<file path="src/design/alc_ram.sv">
// Generic simple dual-port RAM with registered read.
`default_nettype none
module alc_ram #(
	parameter int WIDTH = 24,
	parameter int DEPTH = 16
) (
	input  wire logic                     clk,
	input  wire logic                     we,
	input  wire logic [$clog2(DEPTH)-1:0] waddr,
	input  wire logic [WIDTH-1:0]         wdata,
	input  wire logic                     re,
	input  wire logic [$clog2(DEPTH)-1:0] raddr,
	output logic      [WIDTH-1:0]         rdata
);

	logic [WIDTH-1:0] mem [DEPTH];

	always_ff @(posedge clk) begin
		if (we) begin
			mem[waddr] <= wdata;
		end
		if (re) begin
			rdata <= mem[raddr];
		end
	end

endmodule
`default_nettype wire

</file>
<file path="config.mk">
export PLATFORM = sky130hd
export DESIGN_NAME = alc_ram
export DESIGN_NICKNAME = d
export VERILOG_FILES = /design/src/design/alc_ram.sv
export SDC_FILE = /design/constraint.sdc
export NUM_CORES = 1
export LEC_CHECK = 0
export ABC_AREA = 1
export BUFFER_PORTS_ARGS = -buffer_cell sky130_fd_sc_hd__buf_2
export CAP_MARGIN = 15
export CORE_MARGIN = 4
export CORE_UTILIZATION = 50
export CTS_BUF_LIST = sky130_fd_sc_hd__clkbuf_8
export CTS_CLUSTER_DIAMETER = 120
export DETAILED_ROUTE_END_ITERATION = 16
export PLACE_DENSITY_LB_ADDON = 0.1
export SLEW_MARGIN = 20
export SYNTH_ARGS = -nofsm -noshare
export SYNTH_HDL_FRONTEND = slang
export SYNTH_SLANG_ARGS = --single-unit
</file>
<file path="constraint.sdc">
create_clock -name clk -period 2.51 [get_ports clk]
set_input_delay 0.753 -clock clk [delete_from_list [all_inputs] [get_ports clk]]
set_output_delay 0.753 -clock clk [all_outputs]
set_load 0.02 [all_outputs]
</file>
# Word level (Yosys, flattened, before mapping)
# Memory sizes are Yosys's and may differ from the RTL's. A register that Yosys moved wholly into a read port is not among the register bits.
# Cells that the tools add are included.
dict set report word_totals {
  output_inout_bits 24
  regBits 0
  inputBits 35
  mem_count 1
  word_cells 3
  ram_bits 384
}
dict set report op_classes {
  muxes 2
}
# memory depth width rd rd_ports_with_merged_regs write_ports line
set mem_list {}
lappend mem_list {mem 16 24 1 1 1 16} ;# logic [WIDTH-1:0] mem [DEPTH];
# cell n
set op_table {}
lappend op_table {{2-to-1 mux 1 bit} 2}

# Depth between registers and ports, before layout
dict set report logic_depth {
  word_depth 2
  ltp_mapped 9
  ltp_nobuf 7
}

# Worst setup path before layout
# Ideal clock, no wire load.
dict set report synth_path {
  path_type {input-to-reg}
  from {input port waddr[2]}
  to {memory mem[10][0] (enable)}
  setup_slack_ns 0.111
  path_buffers 0
  t_required_ns 2.105
  setup_time_ns 0.405
  path_stages 2
  arrival_ns 1.994
  path_cell_list {nand3b_1 nor2_1}
}
# item line
set synth_rtl {}
lappend synth_rtl {{start: declaration} 9} ;# input wire logic [$clog2(DEPTH)-1:0] waddr,
lappend synth_rtl {{end: declaration} 16}
# No word-level cell before the write port.

# Final worst setup path
dict set report layout_path {
  from {register rdata[18], read port of mem}
  to {output port rdata[18]}
}
# item line
set layout_rtl {}
lappend layout_rtl {{start: declaration} 13} ;# output logic [WIDTH-1:0] rdata
# No word-level cell between the ends.

==> Implementation_results.wiki <==
{| class="wikitable"
! Metric !! Value
|-
| Reported max-cap violation count || 0
|-
| Largest stage delay on the critical path || 0.47 ns
|-
| Weighted congestion at the end of routability-driven global placement || 0.784
|-
| Number of antenna violations at the first check in global routing || 0
|-
| Core region area || 33700 um2
|-
| CP startpoint kind || register
|-
| Std cell rows || 67
|-
| GR Util All Layers || 22.1%
|-
| Average detailed-routed wire length per instance || 19.0 um
|-
| Max Clock Skew || 0.0211 ns
|-
| Htree depth || 3
|-
| Routed via count || 11200
|-
| Seq cells post-synth || 408
|-
| Sequential area share after synthesis || 71.3%
|-
| CTS Root Cell || sky130_fd_sc_hd__clkbuf_8
|-
| Worst Tran Pin Value || 0.543 ns
|-
| Largest voltage drop on the vdd net || 0.434 mV
|-
| I/O pin cnt || 59
|-
| Setup repair after global routing missed its margin || no
|-
| Fill cell count || 2922
|-
| Number of vias per cell || 5.09
|-
| Post-Route Hold Slack || 0.541 ns
|-
| Final period util || 80.3%
|-
| Number of buffers added for setup after CTS || 0
|-
| Most frequent cell after synthesis || sky130_fd_sc_hd__nand2_1
|-
| DRC Markers || 0
|-
| Cell-by-cell trace of the critical path || buf_2
|-
| Number of cells produced by synthesis || 1597
|-
| Fmax achieved || 496 MHz
|-
| Net Count, Synth || 1632
|-
| Initial core utilization || 51.0%
|-
| Wire length of the first global-routing pass || 63.6 mm
|-
| Number of enable-type register cells in the synthesized netlist || 408
|-
| Number of global-route vias before repair || 10600
|-
| Power per unit of standard cell area || 705 nW/um2
|-
| Max-slew violation count || 0
|-
| Summed negative setup slack over all endpoints || 0 ns
|-
| Clock tree from TritonCTS || done
|-
| Count of cell types in the netlist || 11
|-
| Cell area after synthesis || 17200 um2
|-
| Residual overflow from global routing || 0
|-
| Die Outline Area || 37400 um2
|-
| Crit Path Class || register to primary output
|-
| Result of the run || completed
|-
| Normalized max-slew margin || 63.8%
|-
| Crit path DAT || 1.26 ns
|-
| First DRT Iteration DRCs || 944
|-
| Async set-or-reset flop fraction in the synthesized netlist || 0%
|-
| # port buffers || 58
|-
| Inserted Clock Buffers || 68
|-
| Register Area || 12300 um2
|-
| Min-Delay Path Class || input port to register
|-
| Remaining antenna violation count after routing || 0
|-
| Layout cells sized above 1 || 11.5%
|-
| Count of antenna diodes in the layout || 0
|-
| Post-Route Utilization || 58.1%
|-
| Area Overhead vs Synth || 14.0%
|-
| Crit-path leading delay family || flip-flops
|-
| Yosys synthesis warning count || 0
|-
| Number of buffers inserted for hold repair after clock tree synthesis || 0
|-
| # resized after CTS || 0
|-
| Most frequently used flop master after synthesis || sky130_fd_sc_hd__edfxtp_1
|-
| Half-perimeter wire length after detailed placement || 23.0 mm
|-
| CP max-delay cell || sky130_fd_sc_hd__edfxtp_1
|-
| Synth area leaders || sky130_fd_sc_hd__edfxtp_1 (71%), sky130_fd_sc_hd__nand2_1 (11%), sky130_fd_sc_hd__nand3_1 (8.4%), sky130_fd_sc_hd__inv_1 (6.4%), sky130_fd_sc_hd__buf_2 (1.3%)
|-
| LEAKAGE || 8.38 nW
|-
| 1st-pass router iterations || 5
|-
| Multi-input gate area in the final layout || 3560 um2
|-
| Clk pin slew, worst setup/hold paths || 0.06 ns
|-
| Period minus WS final || 2.02 ns
|-
| Hold violation count in the final report || 0
|-
| Mapped Avg Cell Area || 10.8 um2
|-
| Cell taking the most area after synthesis || sky130_fd_sc_hd__edfxtp_1
|-
| Synth top area share || 71.3%
|-
| Maximum number of pins on one net before global-route repair || 67
|-
| Layout net count || 1730
|-
| Required time of the critical path || 1.76 ns
|-
| Routed WL || 41.5 mm
|-
| Overall die width || 193 um
|-
| Die height || 193 um
|-
| Clock Tree Buf Depth || 3
|-
| Finish-stage setup viols || 0
|-
| Combined buffer and inverter count along the critical path || 1
|-
| Insertion delay of the later-clocked pin in the worst-skew pair || 0.59 ns
|-
| Num Clock Sinks || 408
|-
| Synth cell count leaders || sky130_fd_sc_hd__nand2_1 (509), sky130_fd_sc_hd__edfxtp_1 (408), sky130_fd_sc_hd__inv_1 (292), sky130_fd_sc_hd__nand3_1 (289), sky130_fd_sc_hd__buf_2 (44)
|-
| Critical path capture point type || primary output
|-
| Largest fanout on the critical path || 1
|}
stage by stage:
step | instance area, um2 | power [mW] | instances | setup slack [ns]
2_1_floorplan | 17200 | 8.39 | 1597 | 0.111
3_3_place_gp | 18400 | 8.82 | 2073 | 0.430
3_5_place_dp | 18400 | 8.83 | 2073 | 0.414
4_1_cts | 19600 | 14.0 | 2191 | 0.443
5_1_grt | 19600 | 14.4 | 2191 | 0.461
6_report | 19600 | 13.8 | 2191 | 0.494
sequential cells by signal, indices dropped and copies added, names as in the netlist:
name and cells:
rdata 24, mem 384
per-layer routing:
layer	global-route usage [%]	share of wire, %	vias up
li1	-	-	5380
met1	31.7	44	5356
met2	35.2	47	359
met3	3.97	6.6	68
met4	6.48	2.0	0
met5	0	0	-
report_power, final:
part	leakage, nW	switching (mW)	internal (mW)	total (mW)
Clock	0.668	2.55	2.58	5.12
Combinational	4.01	0.681	0.277	0.957
Sequential	3.71	0.0453	7.68	7.72
final timing paths:
kind / start / to / slack [ns] / cells past startpoint
worst max-delay path: rdata[18] / rdata[18] / 0.49 / 1
worst min-delay path: wdata[16] / mem[9][16] / 0.54 / 1
worst max register to register: mem[11][2] / rdata[2] / 1.37 / 6
worst min register to register: mem[10][13] / rdata[13] / 0.73 / 6
cells by family after synthesis:
logic type / Yosys count / share of synthesized area (%)
buffers and inverters: 372 / 8.75
flip-flops: 408 / 71.3
AND/OR/NAND/NOR: 817 / 20.0
final cells by class:
cell class                      instances  area share, %
Inverter                              294           5.67
Timing Repair Buffer                  106           4.83
Clock buffer                           70           4.92
Sequential cell                       408           62.5
Multi-Input combinational cell        817           18.2
Tap cell                              448           2.86
Clock inverter                         48           1.03
placed cells by master, fill, tap and decap left out, types with 16 or more instances in the layout:
cell type / n
sky130_fd_sc_hd__nand2_1: 509
sky130_fd_sc_hd__edfxtp_1: 408
sky130_fd_sc_hd__inv_1: 315
sky130_fd_sc_hd__nand3_1: 289
sky130_fd_sc_hd__clkbuf_8: 70
sky130_fd_sc_hd__buf_2: 56
sky130_fd_sc_hd__buf_4: 26
sky130_fd_sc_hd__buf_12: 23
sky130_fd_sc_hd__clkinv_1: 18
sky130_fd_sc_hd__nor2_4: 16
(Power assumes the default switching activity.)
