<file path="config.mk">
export PLATFORM = sky130hd
export DESIGN_NAME = alc_ctrl
export DESIGN_NICKNAME = d
export VERILOG_FILES = /design/src/design/alc_pkg.sv /design/src/design/alc_ctrl.sv
export SDC_FILE = /design/constraint.sdc
export NUM_CORES = 1
export LEC_CHECK = 0
export BUFFER_PORTS_ARGS = -buffer_cell sky130_fd_sc_hd__buf_2
export CAP_MARGIN = 25
export CELL_PAD_IN_SITES_DETAIL_PLACEMENT = 1
export CELL_PAD_IN_SITES_GLOBAL_PLACEMENT = 1
export CORE_ASPECT_RATIO = 0.9
export CORE_MARGIN = 8
export CORE_UTILIZATION = 37
export DETAILED_ROUTE_END_ITERATION = 10
export HOLD_SLACK_MARGIN = 0.03
export PLACE_DENSITY = 0.87
export SLEW_MARGIN = 15
export SYNTH_ARGS = -nofsm -noshare
export SYNTH_HDL_FRONTEND = slang
export SYNTH_SLANG_ARGS = --single-unit
</file>
<file path="constraint.sdc">
create_clock -name clk -period 3.91 [get_ports clk]
set_clock_uncertainty 0.05 [all_clocks]
set_input_delay 0.1955 -clock clk [delete_from_list [all_inputs] [get_ports clk]]
set_output_delay 0.1955 -clock clk [all_outputs]
set_load 0.02 [all_outputs]
</file>
<file path="src/design/alc_pkg.sv">
// Shared types, constants and arithmetic helpers for the audio looper core.
`default_nettype none
package alc_pkg;

	localparam int LOOP_CAPACITY = 4194304;
	localparam int SAMPLE_BITS   = 24;

	localparam int ADDR_W     = $clog2(LOOP_CAPACITY);
	localparam int LEN_W      = ADDR_W + 1;
	localparam int BEAT_LEN_W = 20;
	localparam int BEAT_CNT_W = BEAT_LEN_W + 1;
	localparam int BEAT_NUM_W = 4;
	localparam int FUNC_W     = 2;
	localparam int MODE_W     = 3;
	localparam int CFG_IDX_W  = 1;
	localparam int WIDE_W     = SAMPLE_BITS + 4;

	localparam int IN_TDATA_W    = ((SAMPLE_BITS + 7) / 8) * 8;
	localparam int OUT_DATA_BITS = SAMPLE_BITS + ADDR_W + LEN_W + BEAT_NUM_W;
	localparam int OUT_TDATA_W   = ((OUT_DATA_BITS + 7) / 8) * 8;
	localparam int OUT_TUSER_W   = MODE_W + 2;

	localparam logic [BEAT_LEN_W-1:0] BEAT_LEN_RESET = BEAT_LEN_W'(33103);
	localparam logic [BEAT_NUM_W-1:0] COUNT_IN_RESET = BEAT_NUM_W'(4);

	localparam logic [FUNC_W-1:0] FUNC_SAMPLE = 2'd0;
	localparam logic [FUNC_W-1:0] FUNC_REC    = 2'd1;
	localparam logic [FUNC_W-1:0] FUNC_PLAY   = 2'd2;
	localparam logic [FUNC_W-1:0] FUNC_CLEAR  = 2'd3;

	localparam logic [CFG_IDX_W-1:0] CFG_BEAT_LENGTH = 1'b0;
	localparam logic [CFG_IDX_W-1:0] CFG_COUNT_IN    = 1'b1;

	localparam logic [MODE_W-1:0] MC_IDLE  = 3'd0;
	localparam logic [MODE_W-1:0] MC_COUNT = 3'd1;
	localparam logic [MODE_W-1:0] MC_REC   = 3'd2;
	localparam logic [MODE_W-1:0] MC_PLAY  = 3'd3;
	localparam logic [MODE_W-1:0] MC_ODUB  = 3'd4;
	localparam logic [MODE_W-1:0] MC_STOP  = 3'd5;

	localparam logic signed [WIDE_W-1:0] WIDE_MAX =
		{{(WIDE_W-SAMPLE_BITS+1){1'b0}}, {(SAMPLE_BITS-1){1'b1}}};
	localparam logic signed [WIDE_W-1:0] WIDE_MIN =
		{{(WIDE_W-SAMPLE_BITS+1){1'b1}}, {(SAMPLE_BITS-1){1'b0}}};

	typedef enum logic [5:0] {
		MODE_IDLE  = 6'b000001,
		MODE_COUNT = 6'b000010,
		MODE_REC   = 6'b000100,
		MODE_PLAY  = 6'b001000,
		MODE_ODUB  = 6'b010000,
		MODE_STOP  = 6'b100000
	} mode_t;

	typedef enum logic [1:0] {
		WET_ZERO,
		WET_DRY,
		WET_MIX
	} wet_sel_t;

	typedef struct packed {
		logic [BEAT_NUM_W-1:0] beats;
		logic [LEN_W-1:0]      len;
		logic [ADDR_W-1:0]     head;
		logic                  click;
		logic                  armed;
		logic [MODE_W-1:0]     mode;
	} status_t;

	typedef struct packed {
		wet_sel_t                      wet_sel;
		logic                          wr_en;
		logic                          wr_odub;
		logic [ADDR_W-1:0]             wr_addr;
		logic signed [SAMPLE_BITS-1:0] dry;
		status_t                       status;
	} op_t;

	function automatic logic [MODE_W-1:0] mode_code(input mode_t m);
		logic [MODE_W-1:0] c;
		unique case (m)
			MODE_IDLE:  c = MC_IDLE;
			MODE_COUNT: c = MC_COUNT;
			MODE_REC:   c = MC_REC;
			MODE_PLAY:  c = MC_PLAY;
			MODE_ODUB:  c = MC_ODUB;
			MODE_STOP:  c = MC_STOP;
			default:    c = MC_IDLE;
		endcase
		return c;
	endfunction

	function automatic logic signed [SAMPLE_BITS-1:0] sat_sample(
		input logic signed [WIDE_W-1:0] v
	);
		logic signed [SAMPLE_BITS-1:0] r;
		if (v > WIDE_MAX) begin
			r = WIDE_MAX[SAMPLE_BITS-1:0];
		end else if (v < WIDE_MIN) begin
			r = WIDE_MIN[SAMPLE_BITS-1:0];
		end else begin
			r = v[SAMPLE_BITS-1:0];
		end
		return r;
	endfunction

endpackage
`default_nettype wire

</file>
<file path="src/design/alc_ctrl.sv">
// Mode machine, count-in counters, loop pointers and config registers.
`default_nettype none
module alc_ctrl (
	input  wire logic                               clk,
	input  wire logic                               arst_n,
	input  wire logic                               cfg_we,
	input  wire logic [alc_pkg::CFG_IDX_W-1:0]      cfg_index,
	input  wire logic [alc_pkg::BEAT_LEN_W-1:0]     cfg_data,
	input  wire logic                               accept,
	input  wire logic [alc_pkg::FUNC_W-1:0]         func,
	input  wire logic signed [alc_pkg::SAMPLE_BITS-1:0] dry,
	output alc_pkg::op_t                            op,
	output logic [alc_pkg::ADDR_W-1:0]              rd_addr
);

	alc_pkg::mode_t                     mode_q, mode_d;
	logic [alc_pkg::LEN_W-1:0]          len_q, len_d;
	logic [alc_pkg::ADDR_W-1:0]         head_q, head_d;
	logic                               armed_q, armed_d;
	logic [alc_pkg::BEAT_CNT_W-1:0]     bc_q, bc_d;
	logic [alc_pkg::BEAT_NUM_W-1:0]     bf_q, bf_d;
	logic [alc_pkg::BEAT_LEN_W-1:0]     beat_len_q;
	logic [alc_pkg::BEAT_NUM_W-1:0]     cin_q;

	logic [alc_pkg::LEN_W-1:0]          head_inc;
	logic [alc_pkg::ADDR_W-1:0]         head_wrap;
	logic [alc_pkg::BEAT_CNT_W-1:0]     beat_len_ext;
	logic                               beat_hit;
	logic                               click;

	assign rd_addr      = head_q;
	assign head_inc     = {1'b0, head_q} + alc_pkg::LEN_W'(1);
	assign head_wrap    = (head_inc >= len_q) ? '0 : head_inc[alc_pkg::ADDR_W-1:0];
	assign beat_len_ext = {1'b0, beat_len_q};
	assign beat_hit     = (bc_q >= beat_len_ext);

	always_comb begin
		mode_d     = mode_q;
		len_d      = len_q;
		head_d     = head_q;
		armed_d    = armed_q;
		bc_d       = bc_q;
		bf_d       = bf_q;
		click      = 1'b0;
		op.wet_sel = alc_pkg::WET_ZERO;
		op.wr_en   = 1'b0;
		op.wr_odub = 1'b0;
		op.wr_addr = head_q;
		op.dry     = dry;
		case (func)
			alc_pkg::FUNC_REC: begin
				unique case (mode_q)
					alc_pkg::MODE_IDLE: begin
						bc_d   = beat_len_ext;
						bf_d   = '0;
						mode_d = alc_pkg::MODE_COUNT;
					end
					alc_pkg::MODE_COUNT: mode_d = alc_pkg::MODE_IDLE;
					alc_pkg::MODE_REC: begin
						head_d = '0;
						mode_d = alc_pkg::MODE_PLAY;
					end
					alc_pkg::MODE_PLAY: armed_d = ~armed_q;
					alc_pkg::MODE_ODUB: mode_d = alc_pkg::MODE_PLAY;
					alc_pkg::MODE_STOP: begin
						head_d = '0;
						mode_d = alc_pkg::MODE_ODUB;
					end
					default: ;
				endcase
			end
			alc_pkg::FUNC_PLAY: begin
				unique case (mode_q)
					alc_pkg::MODE_COUNT: mode_d = alc_pkg::MODE_IDLE;
					alc_pkg::MODE_REC: begin
						head_d = '0;
						mode_d = alc_pkg::MODE_PLAY;
					end
					alc_pkg::MODE_PLAY: begin
						armed_d = 1'b0;
						mode_d  = alc_pkg::MODE_STOP;
					end
					alc_pkg::MODE_ODUB: mode_d = alc_pkg::MODE_STOP;
					alc_pkg::MODE_STOP: begin
						head_d = '0;
						mode_d = alc_pkg::MODE_PLAY;
					end
					default: ;
				endcase
			end
			alc_pkg::FUNC_CLEAR: begin
				len_d   = '0;
				head_d  = '0;
				armed_d = 1'b0;
				mode_d  = alc_pkg::MODE_IDLE;
			end
			default: begin
				unique case (mode_q)
					alc_pkg::MODE_COUNT: begin
						op.wet_sel = alc_pkg::WET_DRY;
						if (beat_hit) begin
							if (bf_q >= cin_q) begin
								len_d  = '0;
								head_d = '0;
								mode_d = alc_pkg::MODE_REC;
							end else begin
								click = 1'b1;
								bf_d  = bf_q + alc_pkg::BEAT_NUM_W'(1);
							end
						end
						bc_d = (beat_hit ? '0 : bc_q) + alc_pkg::BEAT_CNT_W'(1);
					end
					alc_pkg::MODE_REC: begin
						op.wet_sel = alc_pkg::WET_DRY;
						if (len_q < alc_pkg::LEN_W'(alc_pkg::LOOP_CAPACITY)) begin
							op.wr_en   = 1'b1;
							op.wr_addr = len_q[alc_pkg::ADDR_W-1:0];
							len_d      = len_q + alc_pkg::LEN_W'(1);
						end else begin
							head_d = '0;
							mode_d = alc_pkg::MODE_PLAY;
						end
					end
					alc_pkg::MODE_PLAY: begin
						if (len_q != '0) begin
							op.wet_sel = alc_pkg::WET_MIX;
							head_d     = head_wrap;
							if (armed_q && head_wrap == '0) begin
								armed_d = 1'b0;
								mode_d  = alc_pkg::MODE_ODUB;
							end
						end
					end
					alc_pkg::MODE_ODUB: begin
						if (len_q != '0) begin
							op.wet_sel = alc_pkg::WET_MIX;
							op.wr_en   = 1'b1;
							op.wr_odub = 1'b1;
							head_d     = head_wrap;
						end
					end
					default: op.wet_sel = alc_pkg::WET_DRY;
				endcase
			end
		endcase
		op.status.mode  = alc_pkg::mode_code(mode_d);
		op.status.armed = armed_d;
		op.status.click = click;
		op.status.head  = head_d;
		op.status.len   = len_d;
		op.status.beats = bf_d;
	end

	always_ff @(posedge clk or negedge arst_n) begin
		if (!arst_n) begin
			mode_q     <= alc_pkg::MODE_IDLE;
			len_q      <= '0;
			head_q     <= '0;
			armed_q    <= 1'b0;
			bc_q       <= '0;
			bf_q       <= '0;
			beat_len_q <= alc_pkg::BEAT_LEN_RESET;
			cin_q      <= alc_pkg::COUNT_IN_RESET;
		end else begin
			if (accept) begin
				mode_q  <= mode_d;
				len_q   <= len_d;
				head_q  <= head_d;
				armed_q <= armed_d;
				bc_q    <= bc_d;
				bf_q    <= bf_d;
			end
			if (cfg_we) begin
				unique case (cfg_index)
					alc_pkg::CFG_BEAT_LENGTH: beat_len_q <= cfg_data;
					alc_pkg::CFG_COUNT_IN:
						cin_q <= cfg_data[alc_pkg::BEAT_NUM_W-1:0];
					default: ;
				endcase
			end
		end
	end

endmodule
`default_nettype wire

</file>
After elaboration in Yosys (flattened, before gate mapping)
Cells that the tools add are included.

Word-level logic and storage cells: 98. Output and inout port bits: 126. Register bits after elaboration: 101. Bits of input ports: 51.

Add/sub/neg operators: 4. Reduce and logical (&&, ||, !) cells: 13. Mux-type cells: 51. Bitwise logic cells: 3. Magnitude comparators: 4. Equal/unequal tests: 15.

Operators by type and width (count): 2-to-1 mux 22 bit (8); one-hot mux 23 bit (2 select lines) (2); 2-to-1 mux 23 bit (3); one-hot mux 22 bit (3 select lines) (1); 2-to-1 mux 21 bit (3); one-hot mux 6 bit (3 select lines) (3); one-hot mux 22 bit (2 select lines) (1); one-hot mux 21 bit (2 select lines) (1); 2-to-1 mux 6 bit (5); 2-to-1 mux 26 bit (1); one-hot mux 6 bit (4 select lines) (1); adder 22 x 1 -> 23 bit (second input constant) (1); adder 23 x 1 -> 23 bit (second input constant) (1); >= comparator 23 bit (1); < comparator 23 bit (second input constant) (1); nonzero test 23 bit (1); logical NOT 22 bit (1); adder 21 x 1 -> 21 bit (second input constant) (1); >= comparator 21 x 20 -> 1 bit (1); 2-to-1 mux 4 bit (5); one-hot mux 3 bit (5 select lines) (1); == test 6 x 2 -> 1 bit (second input constant) (2); == test 6 x 3 -> 1 bit (second input constant) (2); == test 6 x 4 -> 1 bit (second input constant) (2); 21 further kinds (41).

Logic depth before layout (Yosys ltp)
Depth after elaboration: 11. Gate-level depth with buffers: 21. Depth with buffers taken out: 17.

Least setup slack after synthesis
No wires, ideal clock.

Kind: reg-to-output. From: register head_q (netlist bit rd_addr[1]). To: output port op[19] (netlist name). Path slack: -0.619 ns. Stages on the path, launching flop included: 19. Arrival: 4.283 ns. Data required time: 3.664 ns. Cells stage by stage: dfrtp_1 -> ha_1 -> buf_2 -> and4_1 -> buf_4 -> nand4_4 -> buf_6 -> nor3_1 -> xnor2_1 -> inv_1 -> ha_1 -> and4_1 -> nand2_1 -> nor2_1 -> a221o_1 -> a211o_1 -> nand2b_1 -> clkbuf_1 -> o41ai_1.

RTL lines: start: declaration (line alc_ctrl.sv:18) `logic [alc_pkg::ADDR_W-1:0] head_q, head_d;`; start signal: assignment (line alc_ctrl.sv:158) `head_q <= '0;`; start signal: assignment (line alc_ctrl.sv:168) `head_q <= head_d;`; end: declaration (line alc_ctrl.sv:12) `output alc_pkg::op_t op,`.

==> implementation parameters <==
Parameter                              Value

Run status
  Outcome ... complete, but fails checks
  Failing checks ... negative setup slack

Final layout
  Nets ... 1450
  Area of the multi-input gates ... a little over 6000 µm²
  Proportion of layout cells with a drive suffix above 1 ... 0.327
  Number of antenna cells inserted ... 0
  # fillers ... 2810
  Final instance count without filler cells ... 1649
  Synth-to-layout area growth ... 34.2%
  End-of-flow core utilization ... 0.506
  Reg area ... 2540 µm²

Route
  DR top layer ... met5
  Ratio of routed vias to standard cells ... 6.33
  Antenna-violating nets left ... 0
  Vias post-DR ... ~10000
  Detailed-routed wire length on met2 ... ~19000 µm
  DRT Pass-1 Iters ... 5
  Wirelength, routed ... 40300 µm
  Post-detailed-route DRC marker count ... 0
  M1 WL ... 16100 µm
  Number of design-rule violations left by the first detailed-router iteration ... around 1000
  Wire length on met3 ... around 3500 µm
  Routed wirelength normalized by instance count ... around 24 µm

Floorplan
  Floorplan core area ... 23400 µm²
  Count of pins on the block boundary ... around 180
  Die area ... 29100 µm²
  Starting Density ... 0.377
  Chip Height ... about 160 µm
  Die width ... 179 µm
  # rows ... 53

GRT
  Number of global-route vias before repair ... approximately 11000
  GRT overflow ... 0
  Global routing usage summed across all routing layers ... 0.257
  First-pass GRT wire length ... 59700 µm
  Maximum number of pins on one net before global-route repair ... 45
  Number of antenna violations at the first check in global routing ... 1

CTS
  Maximum level of the CTS H-tree ... 3
  Clock slew seen by the registers of the worst setup and hold paths ... about 0.070 ns
  Buffers from clock root to sink, at most ... 2
  Later-pin clock latency in the skew report ... 0.37 ns
  Total clock buffers created by CTS ... 9
  Clk Tree Root Cell ... sky130_fd_sc_hd__clkbuf_16
  TritonCTS clock tree ... yes
  Total number of clock tree sinks ... 101

Timing
  Final Setup Violations ... 53
  Transition time at the pin with the least slew margin ... between 0.7 and 0.8 ns
  Ratio of final minimum period to clock period ... 1.21
  Setup slack after layout ... -0.833 ns
  Fmax ... between 200 and 250 MHz
  Total count of max-transition violations in the final report ... 0
  Period minus WS final ... roughly 4.7 ns
  Unrepaired setup endpoints after global routing ... true
  Final number of hold-violating endpoints ... 0
  Normalized max-slew margin ... 0.467

Setup path
  CP max-delay cell ... sky130_fd_sc_hd__dfrtp_1
  Max stage delay on crit path ... ~0.43 ns
  Kind of end point of the critical path ... output pin
  Worst setup path category ... register to output pin
  Most Frequent Cell on Critical Path ... sky130_fd_sc_hd__buf_4
  Critical Path, Cell by Cell ... buf_4 -> buf_4 -> nand4_1 -> nor2_2 -> nand3_1 -> xnor2_2 -> ha_1 -> and4_1 -> nand2_2 -> nor2_1 -> a221o_1 -> a211o_1 -> buf_4 -> buf_6 -> buf_6 -> nand2b_4 -> buf_12 -> o41ai_4 -> buf_4
  Signal arrival time at the worst endpoint ... around 4.5 ns
  Worst Path Required ... about 3.7 ns
  CP Max Fanout ... 6
  Crit path launch type ... register

Place
  Placed Instances ... ~1600
  Number of I/O port buffers ... around 130
  Half-perimeter wire length of the detailed placement result ... 26100 µm
  RePlAce Congestion ... 0.945

Yosys
  Adder-cell share of the synthesized area ... 0.0808
  Xor/xnor cell area share of the yosys netlist ... 0.0188
  Cell area after synthesis ... about 9000 µm²
  Instance count of the mapped netlist ... roughly 1100
  Largest family of logic cells by synthesized area ... compound AO/OA/AOI/OAI gates
  Count of yosys warnings during synthesis ... 0
  Share of cell area taken by muxes after synthesis ... 0.0383
  Post-synth ARST share ... 1.00
  Compound-gate portion of the synthesized area ... 0.253
  Top area cells in the synthesized netlist ... sky130_fd_sc_hd__dfrtp_1, sky130_fd_sc_hd__ha_1, sky130_fd_sc_hd__o21ai_0, sky130_fd_sc_hd__nand2_1, sky130_fd_sc_hd__a21oi_1
  Most common cell in the synthesized netlist ... sky130_fd_sc_hd__nand2_1
  Top_reg_cell synth ... sky130_fd_sc_hd__dfrtp_1
  Register bit total from synthesis ... slightly above 100
  Synth cell types ... 82
  Area share of the largest cell type after synthesis ... 0.261
  Commonest cells post-synth ... sky130_fd_sc_hd__nand2_1, sky130_fd_sc_hd__o21ai_0, sky130_fd_sc_hd__dfrtp_1, sky130_fd_sc_hd__inv_1, sky130_fd_sc_hd__a21oi_1
  Largest area contributor in the synthesized netlist ... sky130_fd_sc_hd__dfrtp_1
  EDFF count, synth ... 0
  Share of the yosys chip area belonging to registers ... 0.288
  Average cell area after synthesis ... roughly 7.7 µm²
  Net count of the mapped netlist ... around 1200
  Simple-gate share of the synthesized area ... 0.226

Min path
  HP Class ... primary input to register

Pwr
  Leak Pwr ... 0.00555 µW
  Max IR drop VDD ... around 250 µV
  Pwr/cell area ... approximately 300 nW/µm²

Flow run
  Max-cap viol count ... 0
[worst paths after layout]
check	from	to	slack, ns	depth (start not counted)
setup / recovery	rd_addr[4]	op[19]	-0.83	19
max in group asynchronous	arst_n	rd_addr[11]	2.57	3
min in group asynchronous	arst_n	len_q[7]	0.32	2
hold / removal	cfg_data[6]	beat_len_q[6]	0.02	3
hold reg to reg	beat_len_q[5]	bc_q[5]	0.46	2
setup reg to reg	rd_addr[4]	rd_addr[13]	-0.55	20
[per-layer routing]
metal	global-route usage	up-vias
li1	-	4474
met1	0.327	5199
met2	0.411	599
met5	0	-
met3	0.0582	156
met4	0.115	2
[state kept, by name, summed over array words and instances (netlist names)]
name        flops
armed_q         1
bc_q           21
beat_len_q     20
bf_q            4
cin_q           4
len_q          23
mode_q          6
rd_addr        22
[power by group]
part	internal, µW	switching [µW]	total (µW)
registers	1160	156	1320
clock network	517	454	971
logic	493	741	1230
[cell type report]
class | count | share of cell area
Clock buffer | 11 | 0.0205
Tap cell | 302 | 0.0319
Clock inverter | 5 | 0.00486
Sequential cell | 101 | 0.215
Multi-Input combinational cell | 854 | 0.518
Timing Repair Buffer | 293 | 0.184
Inverter | 83 | 0.0263
[through the flow]
stage / power, µW / hold slack, ns / TNS (ns) / instance area (µm²) / setup WS, ns
finish: 3520 / 0.0210 / -24.20 / 11800 / -0.833
global route: 3690 / 0.0475 / -31.52 / 11800 / -0.948
CTS: 3410 / 0.0329 / -7.33 / 11500 / -0.501
detailed placement: 2360 / 0.186 / -1.64 / 10200 / -0.300
global placement: 2290 / 0.185 / -0.334 / 10200 / -0.140
floorplan: 2020 / -0.150 / -0.699 / 8960 / -0.192
[cell usage in the layout, fill, tap and decap left out, types with 11 or more instances in the layout]
| master | count |
|---|---|
| sky130_fd_sc_hd__buf_4 | 142 |
| sky130_fd_sc_hd__nand2_1 | 141 |
| sky130_fd_sc_hd__o21ai_0 | 107 |
| sky130_fd_sc_hd__buf_2 | 101 |
| sky130_fd_sc_hd__dfrtp_1 | 89 |
| sky130_fd_sc_hd__inv_1 | 82 |
| sky130_fd_sc_hd__a21oi_1 | 67 |
| sky130_fd_sc_hd__nor2_1 | 52 |
| sky130_fd_sc_hd__ha_1 | 52 |
| sky130_fd_sc_hd__nand3_1 | 34 |
| sky130_fd_sc_hd__nor3_1 | 27 |
| sky130_fd_sc_hd__nand4_1 | 26 |
| sky130_fd_sc_hd__buf_6 | 25 |
| sky130_fd_sc_hd__mux2_2 | 22 |
| sky130_fd_sc_hd__o21ai_1 | 21 |
| sky130_fd_sc_hd__dlygate4sd3_1 | 19 |
| sky130_fd_sc_hd__a21o_1 | 17 |
| sky130_fd_sc_hd__a22o_1 | 17 |
| sky130_fd_sc_hd__o21ai_2 | 13 |
| sky130_fd_sc_hd__and3_1 | 12 |
| sky130_fd_sc_hd__a22oi_1 | 11 |
[what timing repair did]
action,CTS,global route
setup endpoints to repair,35,66
pin swaps,23,27
hold buffers,19,0
setup buffers,30,10
resized for setup,122,65
gates cloned,2,1
hold endpoints to repair,58,0
[worst max-delay path: cells and delay by family, from the launching register on]
family / cells / cell delay [ns]
adders and majority gates: 1 / 0.33
xor gates and xnor gates: 1 / 0.25
and+or+nand+nor: 7 / 1.11
DFF: 1 / 0.43
AOI/OAI and AO/OA: 3 / 0.93
buffers and inverters: 7 / 1.06
[cell families (layout without fill, tap and decap cells)]
group                      after synthesis  count (layout)
AOI/OAI and AO/OA                      352             352
xor gates and xnor gates                19              19
adders and majority gates               57              57
buffers and inverters                  186             392
DFF                                    101             101
muxes                                   31              31
and+or+nand+nor                        395             395
Power figures use the tool's default switching activity.
