===== src/design/alc_pkg.sv =====
// Shared types, constants and arithmetic helpers for the audio looper core.
`default_nettype none
package alc_pkg;

	localparam int LOOP_CAPACITY = 4194304;
	localparam int SAMPLE_BITS   = 24;

	localparam int ADDR_W     = $clog2(LOOP_CAPACITY);
	localparam int LEN_W      = ADDR_W + 1;
	localparam int BEAT_LEN_W = 20;
	localparam int BEAT_CNT_W = BEAT_LEN_W + 1;
	localparam int BEAT_NUM_W = 4;
	localparam int FUNC_W     = 2;
	localparam int MODE_W     = 3;
	localparam int CFG_IDX_W  = 1;
	localparam int WIDE_W     = SAMPLE_BITS + 4;

	localparam int IN_TDATA_W    = ((SAMPLE_BITS + 7) / 8) * 8;
	localparam int OUT_DATA_BITS = SAMPLE_BITS + ADDR_W + LEN_W + BEAT_NUM_W;
	localparam int OUT_TDATA_W   = ((OUT_DATA_BITS + 7) / 8) * 8;
	localparam int OUT_TUSER_W   = MODE_W + 2;

	localparam logic [BEAT_LEN_W-1:0] BEAT_LEN_RESET = BEAT_LEN_W'(33103);
	localparam logic [BEAT_NUM_W-1:0] COUNT_IN_RESET = BEAT_NUM_W'(4);

	localparam logic [FUNC_W-1:0] FUNC_SAMPLE = 2'd0;
	localparam logic [FUNC_W-1:0] FUNC_REC    = 2'd1;
	localparam logic [FUNC_W-1:0] FUNC_PLAY   = 2'd2;
	localparam logic [FUNC_W-1:0] FUNC_CLEAR  = 2'd3;

	localparam logic [CFG_IDX_W-1:0] CFG_BEAT_LENGTH = 1'b0;
	localparam logic [CFG_IDX_W-1:0] CFG_COUNT_IN    = 1'b1;

	localparam logic [MODE_W-1:0] MC_IDLE  = 3'd0;
	localparam logic [MODE_W-1:0] MC_COUNT = 3'd1;
	localparam logic [MODE_W-1:0] MC_REC   = 3'd2;
	localparam logic [MODE_W-1:0] MC_PLAY  = 3'd3;
	localparam logic [MODE_W-1:0] MC_ODUB  = 3'd4;
	localparam logic [MODE_W-1:0] MC_STOP  = 3'd5;

	localparam logic signed [WIDE_W-1:0] WIDE_MAX =
		{{(WIDE_W-SAMPLE_BITS+1){1'b0}}, {(SAMPLE_BITS-1){1'b1}}};
	localparam logic signed [WIDE_W-1:0] WIDE_MIN =
		{{(WIDE_W-SAMPLE_BITS+1){1'b1}}, {(SAMPLE_BITS-1){1'b0}}};

	typedef enum logic [5:0] {
		MODE_IDLE  = 6'b000001,
		MODE_COUNT = 6'b000010,
		MODE_REC   = 6'b000100,
		MODE_PLAY  = 6'b001000,
		MODE_ODUB  = 6'b010000,
		MODE_STOP  = 6'b100000
	} mode_t;

	typedef enum logic [1:0] {
		WET_ZERO,
		WET_DRY,
		WET_MIX
	} wet_sel_t;

	typedef struct packed {
		logic [BEAT_NUM_W-1:0] beats;
		logic [LEN_W-1:0]      len;
		logic [ADDR_W-1:0]     head;
		logic                  click;
		logic                  armed;
		logic [MODE_W-1:0]     mode;
	} status_t;

	typedef struct packed {
		wet_sel_t                      wet_sel;
		logic                          wr_en;
		logic                          wr_odub;
		logic [ADDR_W-1:0]             wr_addr;
		logic signed [SAMPLE_BITS-1:0] dry;
		status_t                       status;
	} op_t;

	function automatic logic [MODE_W-1:0] mode_code(input mode_t m);
		logic [MODE_W-1:0] c;
		unique case (m)
			MODE_IDLE:  c = MC_IDLE;
			MODE_COUNT: c = MC_COUNT;
			MODE_REC:   c = MC_REC;
			MODE_PLAY:  c = MC_PLAY;
			MODE_ODUB:  c = MC_ODUB;
			MODE_STOP:  c = MC_STOP;
			default:    c = MC_IDLE;
		endcase
		return c;
	endfunction

	function automatic logic signed [SAMPLE_BITS-1:0] sat_sample(
		input logic signed [WIDE_W-1:0] v
	);
		logic signed [SAMPLE_BITS-1:0] r;
		if (v > WIDE_MAX) begin
			r = WIDE_MAX[SAMPLE_BITS-1:0];
		end else if (v < WIDE_MIN) begin
			r = WIDE_MIN[SAMPLE_BITS-1:0];
		end else begin
			r = v[SAMPLE_BITS-1:0];
		end
		return r;
	endfunction

endpackage
`default_nettype wire


===== src/design/alc_mix.sv =====
// Memory-read stage: forwarding, mix, overdub write-back and output register.
`default_nettype none
module alc_mix (
	input  wire logic                                clk,
	input  wire logic                                arst_n,
	input  wire logic                                accept,
	input  wire alc_pkg::op_t                        op,
	input  wire logic [alc_pkg::ADDR_W-1:0]          rd_addr,
	input  wire logic [alc_pkg::SAMPLE_BITS-1:0]     rd_data,
	output logic                                     in_ready,
	output logic                                     wr_en,
	output logic [alc_pkg::ADDR_W-1:0]               wr_addr,
	output logic [alc_pkg::SAMPLE_BITS-1:0]          wr_data,
	output logic                                     m_tvalid,
	input  wire logic                                m_tready,
	output logic [alc_pkg::OUT_TDATA_W-1:0]          m_tdata,
	output logic [alc_pkg::OUT_TUSER_W-1:0]          m_tuser
);

	localparam int SB = alc_pkg::SAMPLE_BITS;
	localparam int WW = alc_pkg::WIDE_W;

	logic                              valid_s1;
	alc_pkg::op_t                      op_s1;
	logic                              fwd_s1;
	logic [SB-1:0]                     fwd_data_s1;

	logic                              out_valid_q;
	logic [alc_pkg::OUT_TDATA_W-1:0]   out_tdata_q;
	logic [alc_pkg::OUT_TUSER_W-1:0]   out_tuser_q;

	logic                              adv;
	logic signed [SB-1:0]              old;
	logic signed [WW-1:0]              old_w, dry_w, mix_sum, odub_sum;
	logic signed [SB-1:0]              mix_sat, odub_sat, wet;

	assign adv      = !out_valid_q || m_tready;
	assign in_ready = !valid_s1 || adv;

	assign old      = fwd_s1 ? fwd_data_s1 : rd_data;
	assign old_w    = {{(WW-SB){old[SB-1]}}, old};
	assign dry_w    = {{(WW-SB){op_s1.dry[SB-1]}}, op_s1.dry};
	assign mix_sum  = old_w + dry_w;
	// floor((3*old + 2*dry + 2) / 4)
	assign odub_sum = ((old_w <<< 1) + old_w + (dry_w <<< 1) + WW'(2)) >>> 2;
	assign mix_sat  = alc_pkg::sat_sample(mix_sum);
	assign odub_sat = alc_pkg::sat_sample(odub_sum);

	always_comb begin
		case (op_s1.wet_sel)
			alc_pkg::WET_DRY: wet = op_s1.dry;
			alc_pkg::WET_MIX: wet = mix_sat;
			default:          wet = '0;
		endcase
	end

	assign wr_en   = valid_s1 && adv && op_s1.wr_en;
	assign wr_addr = op_s1.wr_addr;
	assign wr_data = op_s1.wr_odub ? odub_sat : op_s1.dry;

	always_ff @(posedge clk or negedge arst_n) begin
		if (!arst_n) begin
			valid_s1    <= 1'b0;
			out_valid_q <= 1'b0;
		end else begin
			if (accept) begin
				valid_s1 <= 1'b1;
			end else if (adv) begin
				valid_s1 <= 1'b0;
			end
			if (adv) begin
				out_valid_q <= valid_s1;
			end
		end
	end

	always_ff @(posedge clk) begin
		if (accept) begin
			op_s1       <= op;
			fwd_s1      <= wr_en && (wr_addr == rd_addr);
			fwd_data_s1 <= wr_data;
		end
		if (adv && valid_s1) begin
			out_tdata_q <= alc_pkg::OUT_TDATA_W'({op_s1.status.beats, op_s1.status.len,
				op_s1.status.head, wet});
			out_tuser_q <= {op_s1.status.click, op_s1.status.armed, op_s1.status.mode};
		end
	end

	assign m_tvalid = out_valid_q;
	assign m_tdata  = out_tdata_q;
	assign m_tuser  = out_tuser_q;

endmodule
`default_nettype wire


===== config.mk =====
export PLATFORM = sky130hd
export DESIGN_NAME = alc_mix
export DESIGN_NICKNAME = d
export VERILOG_FILES = /design/src/design/alc_pkg.sv /design/src/design/alc_mix.sv
export SDC_FILE = /design/constraint.sdc
export NUM_CORES = 1
export LEC_CHECK = 0
export ABC_CLOCK_PERIOD_IN_PS = 11500
export BUFFER_PORTS_ARGS = -buffer_cell sky130_fd_sc_hd__buf_2
export CORE_ASPECT_RATIO = 1.5
export CORE_MARGIN = 2
export CORE_UTILIZATION = 55
export CTS_BUF_LIST = sky130_fd_sc_hd__clkbuf_4 sky130_fd_sc_hd__clkbuf_8
export DETAILED_ROUTE_END_ITERATION = 8
export PLACE_DENSITY = 0.83
export SETUP_SLACK_MARGIN = 0.15
export SLEW_MARGIN = 10
export SYNTH_ARGS = -nofsm -noshare
export SYNTH_HDL_FRONTEND = slang
export SYNTH_SLANG_ARGS = --single-unit

===== constraint.sdc =====
create_clock -name clk -period 11.5 [get_ports clk]
set_clock_uncertainty 0.05 [all_clocks]
set_input_delay 3.45 -clock clk [delete_from_list [all_inputs] [get_ports clk]]
set_output_delay 3.45 -clock clk [all_outputs]
set_load 0.02 [all_outputs]

# Yosys cells after proc, flatten, opt, wreduce, memory -nomap -nowiden
# Cells that the tools add are included.
[totals] regBits=209 output_inout_bits=134 elab_cells=45 in_bits=154
[op_classes] n_addsub=4 magnitude_cmp=4 n_mux=9 reduce_logical=8 n_eq_ne=3
[op_table] op="two-way mux 24 bit" count=6
[op_table] op="one-hot mux 24 bit (2 select lines)" count=1
[op_table] op="adder 27 x 3 -> 28 bit, second input constant" count=1
[op_table] op="adder 26 x 25 -> 27 bit" count=1
[op_table] op="adder 25 x 24 -> 26 bit" count=1
[op_table] op="greater-than comparator 26 x 24 -> 1 bit, second input constant" count=1
[op_table] op="< comparator 26 x 24 -> 1 bit, second input constant" count=1
[op_table] op="adder 24 x 24 -> 25 bit" count=1
[op_table] op="greater-than comparator 25 x 24 -> 1 bit, second input constant" count=1
[op_table] op="< comparator 25 x 24 -> 1 bit, second input constant" count=1
[op_table] op="equality test 22 bit" count=1
[op_table] op="logical AND 1 bit" count=3
[op_table] op="equality test 2 x 1 -> 1 bit, second input constant" count=1
[op_table] op="equality test 2 bit, second input constant" count=1
[op_table] op="zero test 1 bit" count=2
[op_table] op="logical OR 1 bit" count=2
[op_table] op="two-way mux 1 bit" count=2
[op_table] op="nonzero test 2 bit" count=1

# Logic depth before layout (Yosys ltp)
# Gate-level depths: netlist of the first run.
[depth] word_depth=8 mapped_depth=15 ltp_nobuf=12

# Worst setup path after synthesis of the first run
# No wires, ideal clock.
[synth_path] path_type="input-to-output" start="in rd_data[14] (netlist name)" end="out wr_data[17] (netlist name)" path_stages=12 n_path_buf=1 required_ps=8000 slack_ps=907 arrival_time_ps=7093 path_cell_list="mux2_2 > fa_1 > ha_1 > clkbuf_1 > inv_2 > or4b_4 > o32ai_4 > o21ai_1 > nand2_1 > nor3_1 > a211o_2 > o311ai_0"
[synth_between] elab_chain_cells=8 word_cells_on_any_way=9 classes_between="add/sub (3); order compare (2); mux (4)"
[synth_lines] element="from (decl)" line="alc_mix.sv:9" source="input wire logic [alc_pkg::SAMPLE_BITS-1:0] rd_data,"
[synth_lines] element="two-way mux 24 bit (*)" line="alc_mix.sv:40" source="assign old = fwd_s1 ? fwd_data_s1 : rd_data;"
[synth_lines] element="adder 25 x 24 -> 26 bit (*)" line="alc_mix.sv:45" source="assign odub_sum = ((old_w <<< 1) + old_w + (dry_w <<< 1) + WW'(2)) >>> 2;"
[synth_lines] element="adder 26 x 25 -> 27 bit (*)" line="alc_mix.sv:45"
[synth_lines] element="adder 27 x 3 -> 28 bit (*)" line="alc_mix.sv:45"
[synth_lines] element="< comparator 26 x 24 -> 1 bit" line="alc_pkg.sv:99" source="end else if (v < WIDE_MIN) begin"
[synth_lines] element="two-way mux 24 bit" line="alc_pkg.sv:99"
[synth_lines] element="two-way mux 24 bit (*)" line="alc_pkg.sv:97" source="if (v > WIDE_MAX) begin"
[synth_lines] element="two-way mux 24 bit (*)" line="alc_mix.sv:59" source="assign wr_data = op_s1.wr_odub ? odub_sat : op_s1.dry;"
[synth_lines] element="to (decl)" line="alc_mix.sv:13" source="output logic [alc_pkg::SAMPLE_BITS-1:0] wr_data,"
# Mark *: on every way between the ends. The rest lies on a longest branch, timed or not.

# Worst setup path in the final report of the first run
[layout_path] start="in rd_data[10] (netlist name)" end="out wr_data[5] (netlist name)"
# Same word-level chain as after synthesis.

==> impl_metrics.tcl, run 1 <==
set metrics [dict create \
    run_status "finished, final reports clean" \
    die_area_um2 21250 \
    grt_start_max_net_pins 79 \
    cts.clk_slew.worst_paths_ns 0.05 \
    chipHeight_um 177.5 \
    clock_tree.root_cell "clkbuf_8" \
    tritoncts "built" \
    yosysTopAreaCellShare 0.5629 \
    synth.distinct_cells 70 \
    total_power_per_unit_cell_area_nw_per_um2 195.1 \
    dp_slack_ns 0.6409 \
    drt_iter0_markers 474 \
    relSlewSlack 0.3256 \
    detailroute.via_count 7674 \
    synthesis.area_um2 11040 \
    area_growth_pct 19.63 \
    synth_top_area_cell "edfxtp_1" \
    routabilityCongestion 0.8814 \
    timing_worst_slew_pin_value_ns 1.012 \
    ff2ff_setup_slack_ns 6.67 \
    chipWidth_um 119.7 \
    vdd_drop_max_uv 149.0 \
    synthTopCellsByCount "edfxtp_1, nand2_1, a21oi_1" \
    path_class "in2out" \
    n_antenna_cell 0 \
    numCtsBuffers 34 \
    route.antenna.remaining_nets 0 \
    track_usage 0.2444 \
    wl_per_cell_um 18.95 \
    first_global_vias 7681 \
    slew_violations 0 \
    most_frequent_cell_after_synthesis "edfxtp_1" \
    worst_hold_slack_ns 0.3660 \
    synth.yosys.seq_area_share 0.5675 \
    worstHoldPathType "reg2reg" \
    syn_inst_count 824 \
    clock_tree.htree_level_count 2 \
    synth-edff-count 207 \
    period_needed_ns 10.90 \
    postSynthRegisterBits 209 \
    latest_clock_arrival_within_the_worst_skew_pair_ns 0.51 \
    post_route_setup_tns_ns 0 \
    core_footprint_um2 19710 \
    route.detailed.vias_per_inst 5.569 \
    grt_antenna_before_repair 0 \
    detailedRoute.firstPassIterationCount 5 \
    cts.repair.resized 0 \
    dpl_cell_area_um2 12530 \
    std_cell_rows 63 \
    crit_path_max_fanout 17 \
    drt_wl_total_um 26120 \
    placement.io_buffers 280 \
    hpwlAfterDp_um 20190 \
    num-fill-cells 1455 \
    final_layout_size_suffix_gt1_frac 0.3560 \
    top_level_i_o_count 288 \
    data_arrival_critical_path_ns 7.40 \
    number_of_hold_buffers_added_after_cts 0 \
    clkSinkCount 209 \
    design_power_total_mw 2.576 \
    leakage_nw 5.459 \
    cts_post_setup_buffers_inserted 0 \
    post-route-worst-setup-slack_ns 0.6013 \
    final_nets 1328 \
    kind_of_start_point_of_the_critical_path "input pin" \
    cts-root-to-sink-buffers 3 \
    floorplan.initialDensity 0.5603 \
    ys_async_sr_fraction 0.009569 \
    cap_violations 0 \
    crit_path_required_time_ns 8.00 \
    grt_setup_unrepaired "no" \
    period_share 0.9477 \
    grt_residual_overflow 0 \
    final_design_area_no_fill_um2 13210 \
    netlist_top_cells_area "edfxtp_1, ha_1, fa_1" \
    synth_warnings 0 \
    report.final.setup_viol 0 \
    timing.final.hold_violations 0 \
    avg_inst_size_synth_um2 13.40 \
    setup_crit_end_kind "output port" \
    wire_length_of_the_first_global_routing_pass_um 40280 \
    route.detailed.drc 0 \
    synthFlopType "edfxtp_1" \
    fmax_mhz 91.75 \
]
## worst max-delay path, stage by stage
cell	delay, ns
buf_2	0.09
mux2_2	0.30
fa_1	0.47
ha_1	0.39
and4_1	0.22
or4b_4	0.47
o32ai_4	0.35
o22ai_2	0.17
o31a_1	0.35
and4_4	0.22
a211oi_4	0.35
buf_12	0.23
o221ai_2	0.13
buf_2	0.19
## per-layer routing
layer / global-route usage / part of all wire
met5: 0 / 0
met4: 0.08627 / 0.027
met1: 0.2769 / 0.37
met2: 0.4548 / 0.53
met3: 0.04852 / 0.072
## worst paths after layout
check                       startpoint             end  cells after the start
max in group asynchronous       arst_n        m_tvalid                      1
max reg2reg                     fwd_s1  fwd_data_s1[5]                     13
min                          op_s1[41]     m_tdata[60]                      0
max                        rd_data[10]      wr_data[5]                     14
min reg2reg                  op_s1[41]     m_tdata[60]                      0
min in group asynchronous       arst_n        valid_s1                      1
## flip-flops by register name (all words and copies together) (netlist names)
signal	count
m_tdata	73
op_s1	58
dry_w	24
fwd_data_s1	24
wr_addr	22
m_tuser	5
fwd_s1	1
m_tvalid	1
valid_s1	1
## cell families after synthesis
kind of cell | after synthesis | share of synthesized area
AO/OA/AOI/OAI | 202 | 0.1450
XOR/XNOR | 55 | 0.04363
adder cells (fa/ha/maj) | 75 | 0.1006
buffers and inverters | 99 | 0.04555
flip-flops | 209 | 0.5675
multiplexers | 27 | 0.02708
other | 1 | 0.0003396
AND/OR/NAND/NOR | 156 | 0.07026
## per-stage QoR
step           cells    util
2_1_floorplan    830       -
3_3_place_gp    1323  0.6361
3_5_place_dp    1323  0.6361
4_1_cts         1378  0.6703
5_1_grt         1378  0.6703
6_report        1378  0.6703
## where the power goes
part | internal, mW | switching (mW) | total (mW)
registers | 0.947 | 0.0369 | 0.984
logic | 0.368 | 0.579 | 0.947
clock network | 0.372 | 0.274 | 0.646
total | 1.69 | 0.890 | 2.58
## cells in the final DEF, fill, tap and decap left out, types with 4 or more instances in the layout
master / netlist / final
a211o_1: 8 / 8
a211oi_1: 5 / 5
a21boi_0: 4 / 4
a21o_1: 16 / 16
a21oi_1: 56 / 56
a311oi_1: 21 / 21
a31oi_1: 5 / 5
and3_1: 11 / 11
buf_2: 0 / 279
buf_4: 30 / 9
clkbuf_4: 1 / 9
clkbuf_8: 0 / 34
clkinv_1: 0 / 4
conb_1: 1 / 7
edfxtp_1: 207 / 207
fa_1: 23 / 23
ha_1: 52 / 52
inv_1: 42 / 42
mux2_2: 23 / 23
mux2i_1: 4 / 4
nand2_1: 59 / 59
nand2b_1: 7 / 7
nand3_1: 9 / 9
nand3b_1: 5 / 5
nand4_1: 7 / 7
nor2_1: 22 / 22
nor2b_1: 7 / 7
nor3_1: 10 / 10
nor4_1: 6 / 6
o21a_1: 8 / 8
o21ai_0: 21 / 21
o21bai_1: 4 / 4
o221ai_2: 18 / 18
o311ai_0: 4 / 4
xnor2_1: 25 / 25
xor2_1: 30 / 30
## area by class of cell
cell class	instances	area (um^2)	share of cell area
multi-input combinational	522	4298	0.3254
timing repair buffer	289	1484	0.1123
clock buffer	43	535.5	0.04054
tap	260	325.3	0.02463
inverter	43	161.4	0.01222
clock inverter	12	138.9	0.01051
sequential	209	6266	0.4744
(Power assumes the default switching activity.)
==> run 2, diff against run 1 <==
ABC_AREA = 1   (was unset)
CAP_MARGIN = 20   (was unset)
CORE_UTILIZATION = 56   (was 55)
==> impl_metrics.tcl, run 2 <==
set metrics [dict create \
    slew_violations 0 \
    syn_inst_count 1193 \
    fmax_mhz 95.20 \
    detailedRoute.firstPassIterationCount 5 \
    num-fill-cells 1660 \
    design_power_total_mw 2.636 \
    run_status "finished, final reports clean" \
    avg_inst_size_synth_um2 10.08 \
    cts_post_setup_buffers_inserted 0 \
    total_power_per_unit_cell_area_nw_per_um2 188.2 \
    synth-edff-count 207 \
    global_route.usage.met1 0.2839 \
    synthesis.area_um2 12030 \
    timing_worst_slew_pin_value_ns 0.9678 \
    largest_reg_flops 73 \
    layout_commonest_cell "nand2_1" \
    post_synth_and_or_nand_nor_area_fraction 0.1872 \
    relSlewSlack 0.3548 \
    crit_path_max_fanout 22 \
    route.antenna.remaining_nets 0 \
    timing.rr.end "fwd_data_s1[3]" \
    synth_compound_gate_area_share 0.07426 \
    pwr-share-comb 0.421 \
    leakage_nw 6.375 \
    latest_clock_arrival_within_the_worst_skew_pair_ns 0.57 \
    number_of_hold_buffers_added_after_cts 0 \
    total_switching_power_mw 1.046 \
    clock_tree.root_cell "clkbuf_8" \
    synth_warnings 0 \
    crit_path_required_time_ns 8.00 \
    timing.final.hold_violations 0 \
    report.final.setup_viol 0 \
    period_needed_ns 10.50 \
    most_frequent_cell_after_synthesis "nand2_1" \
    floorplan.initialDensity 0.5711 \
    yosys-mux-area-fraction 0.01966 \
    path_class "in2out" \
    first_global_vias 9348 \
    min_path_cells 0 \
    period_share 0.9134 \
    yosysTopAreaCellShare 0.5167 \
    cts-root-to-sink-buffers 3 \
    numCtsBuffers 30 \
    grt_start_max_net_pins 79 \
    std_cell_rows 65 \
    wire_length_of_the_first_global_routing_pass_um 48290 \
    synth.yosys.seq_area_share 0.5209 \
    synth_top_family_by_area "simple AND/OR/NAND/NOR gates" \
    final_nets 1695 \
    hold_path_startpoint "op_s1[17]" \
    drt_iter0_markers 540 \
    worstHoldPathType "reg2reg" \
    die_area_um2 22700 \
    detailroute.via_count 9283 \
    clkSinkCount 209 \
    vdd_drop_max_uv 151.9 \
    top_level_i_o_count 288 \
    grt_util_met2 0.5347 \
    grt_residual_overflow 0 \
    grt_setup_unrepaired "no" \
    drt_wl_total_um 32270 \
    share_seq_of_total_power 0.371 \
    synth_top_area_cell "edfxtp_1" \
    global_route.peak_usage_layer "met2" \
    route.detailed.vias_per_inst 5.277 \
    clock_power_share 0.208 \
    cellInternalPower_mw 1.591 \
    synth-adder-area-share 0.09236 \
    switching_power_as_a_share_of_total_power 0.3966 \
    ff2ff_setup_slack_ns 7.06 \
    grt_antenna_before_repair 2 \
    route.detailed.drc 0 \
    area_growth_pct 16.46 \
    synthTopCellsByCount "nand2_1, edfxtp_1, inv_1" \
    cts.clk_slew.worst_paths_ns 0.07 \
    wl_per_cell_um 18.35 \
    tritoncts "built" \
    cap_violations 0 \
    clock_tree.htree_level_count 1 \
    chipWidth_um 123.7 \
    final_layout_size_suffix_gt1_frac 0.2888 \
    synthFlopType "edfxtp_1" \
    global_route.usage.met3 0.05118 \
    synth.distinct_cells 45 \
    worst-r2r-cell-count 14 \
    core_footprint_um2 21060 \
    post_route_setup_tns_ns 0 \
    kind_of_start_point_of_the_critical_path "input pin" \
    mostFrequentLayoutCells "nand2_1, buf_2, edfxtp_1, inv_1, nor2_1" \
    synth_xor_xnor_area_share 0.03567 \
    cts.repair.resized 0 \
    data_arrival_critical_path_ns 7.00 \
    track_usage 0.2812 \
    netlist_top_cells_area "edfxtp_1, nand2_1, ha_1" \
    placement.io_buffers 280 \
    hpwlAfterDp_um 25670 \
    routabilityCongestion 1.027 \
    ys_async_sr_fraction 0.009569 \
    setup_crit_end_kind "output port" \
    chipHeight_um 183.5 \
    crit-reg2reg-launch "fwd_s1" \
    postSynthRegisterBits 209 \
    hold_end "m_tdata[36]" \
]
run 2: cell count changes after synthesis, moves of 24 or more:
cell,previous run,this run
a21oi_2,0,31
inv_1,42,117
nand2_1,59,331
nand2_2,0,26
nand3_1,9,33
nor2_1,22,90
run 2: final cells by class:
| class | instances | area [um^2] | area share |
|---|---|---|---|
| clock inverter | 16 | 70.07 | 0.005001 |
| inverter | 122 | 457.9 | 0.03268 |
| clock buffer | 39 | 486.7 | 0.03474 |
| multi-input combinational | 819 | 4956 | 0.3537 |
| antenna | 2 | 5.005 | 0.0003572 |
| tap | 268 | 335.3 | 0.02393 |
| timing repair buffer | 284 | 1434 | 0.1023 |
| sequential | 209 | 6266 | 0.4472 |
run 2: logic make-up after synthesis:
group,after synthesis
mux,21
other cells,1
buf+inv,171
simple gates,527
compound gates,140
fa+ha+maj,75
flops,209
xor+xnor,49
run 2: critical path, cell delays in order:
cell and delay, ns:
buf_2 0.10, mux2_2 0.32, fa_1 0.50, ha_1 0.38
a21oi_1 0.27, nand2_1 0.16, nand2_1 0.10, nand3_1 0.11
a21oi_2 0.19, nand2_1 0.09, nand2_1 0.08, nand2_2 0.08
a21oi_4 0.76, a21oi_1 0.19, buf_2 0.22
run 2: metal layers:
layer	vias to the layer above	routed length, um
met5	-	0
met4	0	1593
met3	89	2423
met2	374	17300
met1	4311	10960
li1	4509	-
run 2: how the worst max path moves through the flow:
| stage | startpoint | to |
|---|---|---|
| final | rd_data[14] | wr_data[3] |
| after global routing | rd_data[1] | wr_data[2] |
| after CTS | rd_data[14] | wr_data[3] |
| after detailed placement | rd_data[14] | wr_data[3] |
| after global placement | rd_data[14] | wr_data[0] |
| after floorplan | rd_data[7] | wr_data[5] |
run 2: through the flow:
stage	instance area (um^2)	hold slack, ns	util	std cells	setup slack (ns)
6_report	14010	0.3578	0.6652	1759	0.9959
5_1_grt	14010	0.3657	0.6652	1759	0.7084
4_1_cts	14010	0.3561	0.6649	1757	1.009
3_5_place_dp	13450	0.3545	0.6385	1702	1.009
3_3_place_gp	13450	0.3502	0.6385	1702	1.032
2_1_floorplan	12050	0.3503	-	1199	2.013
run 2: power groups by stage:
stage          sequential, mW  combinational (mW)  clock (mW)
6_report                0.978                1.11       0.549
5_1_grt                 0.985                1.23       0.594
4_1_cts                 0.978                1.10       0.560
3_5_place_dp            0.993                1.10           0
3_3_place_gp            0.989                1.09           0
2_1_floorplan            1.02               0.783           0
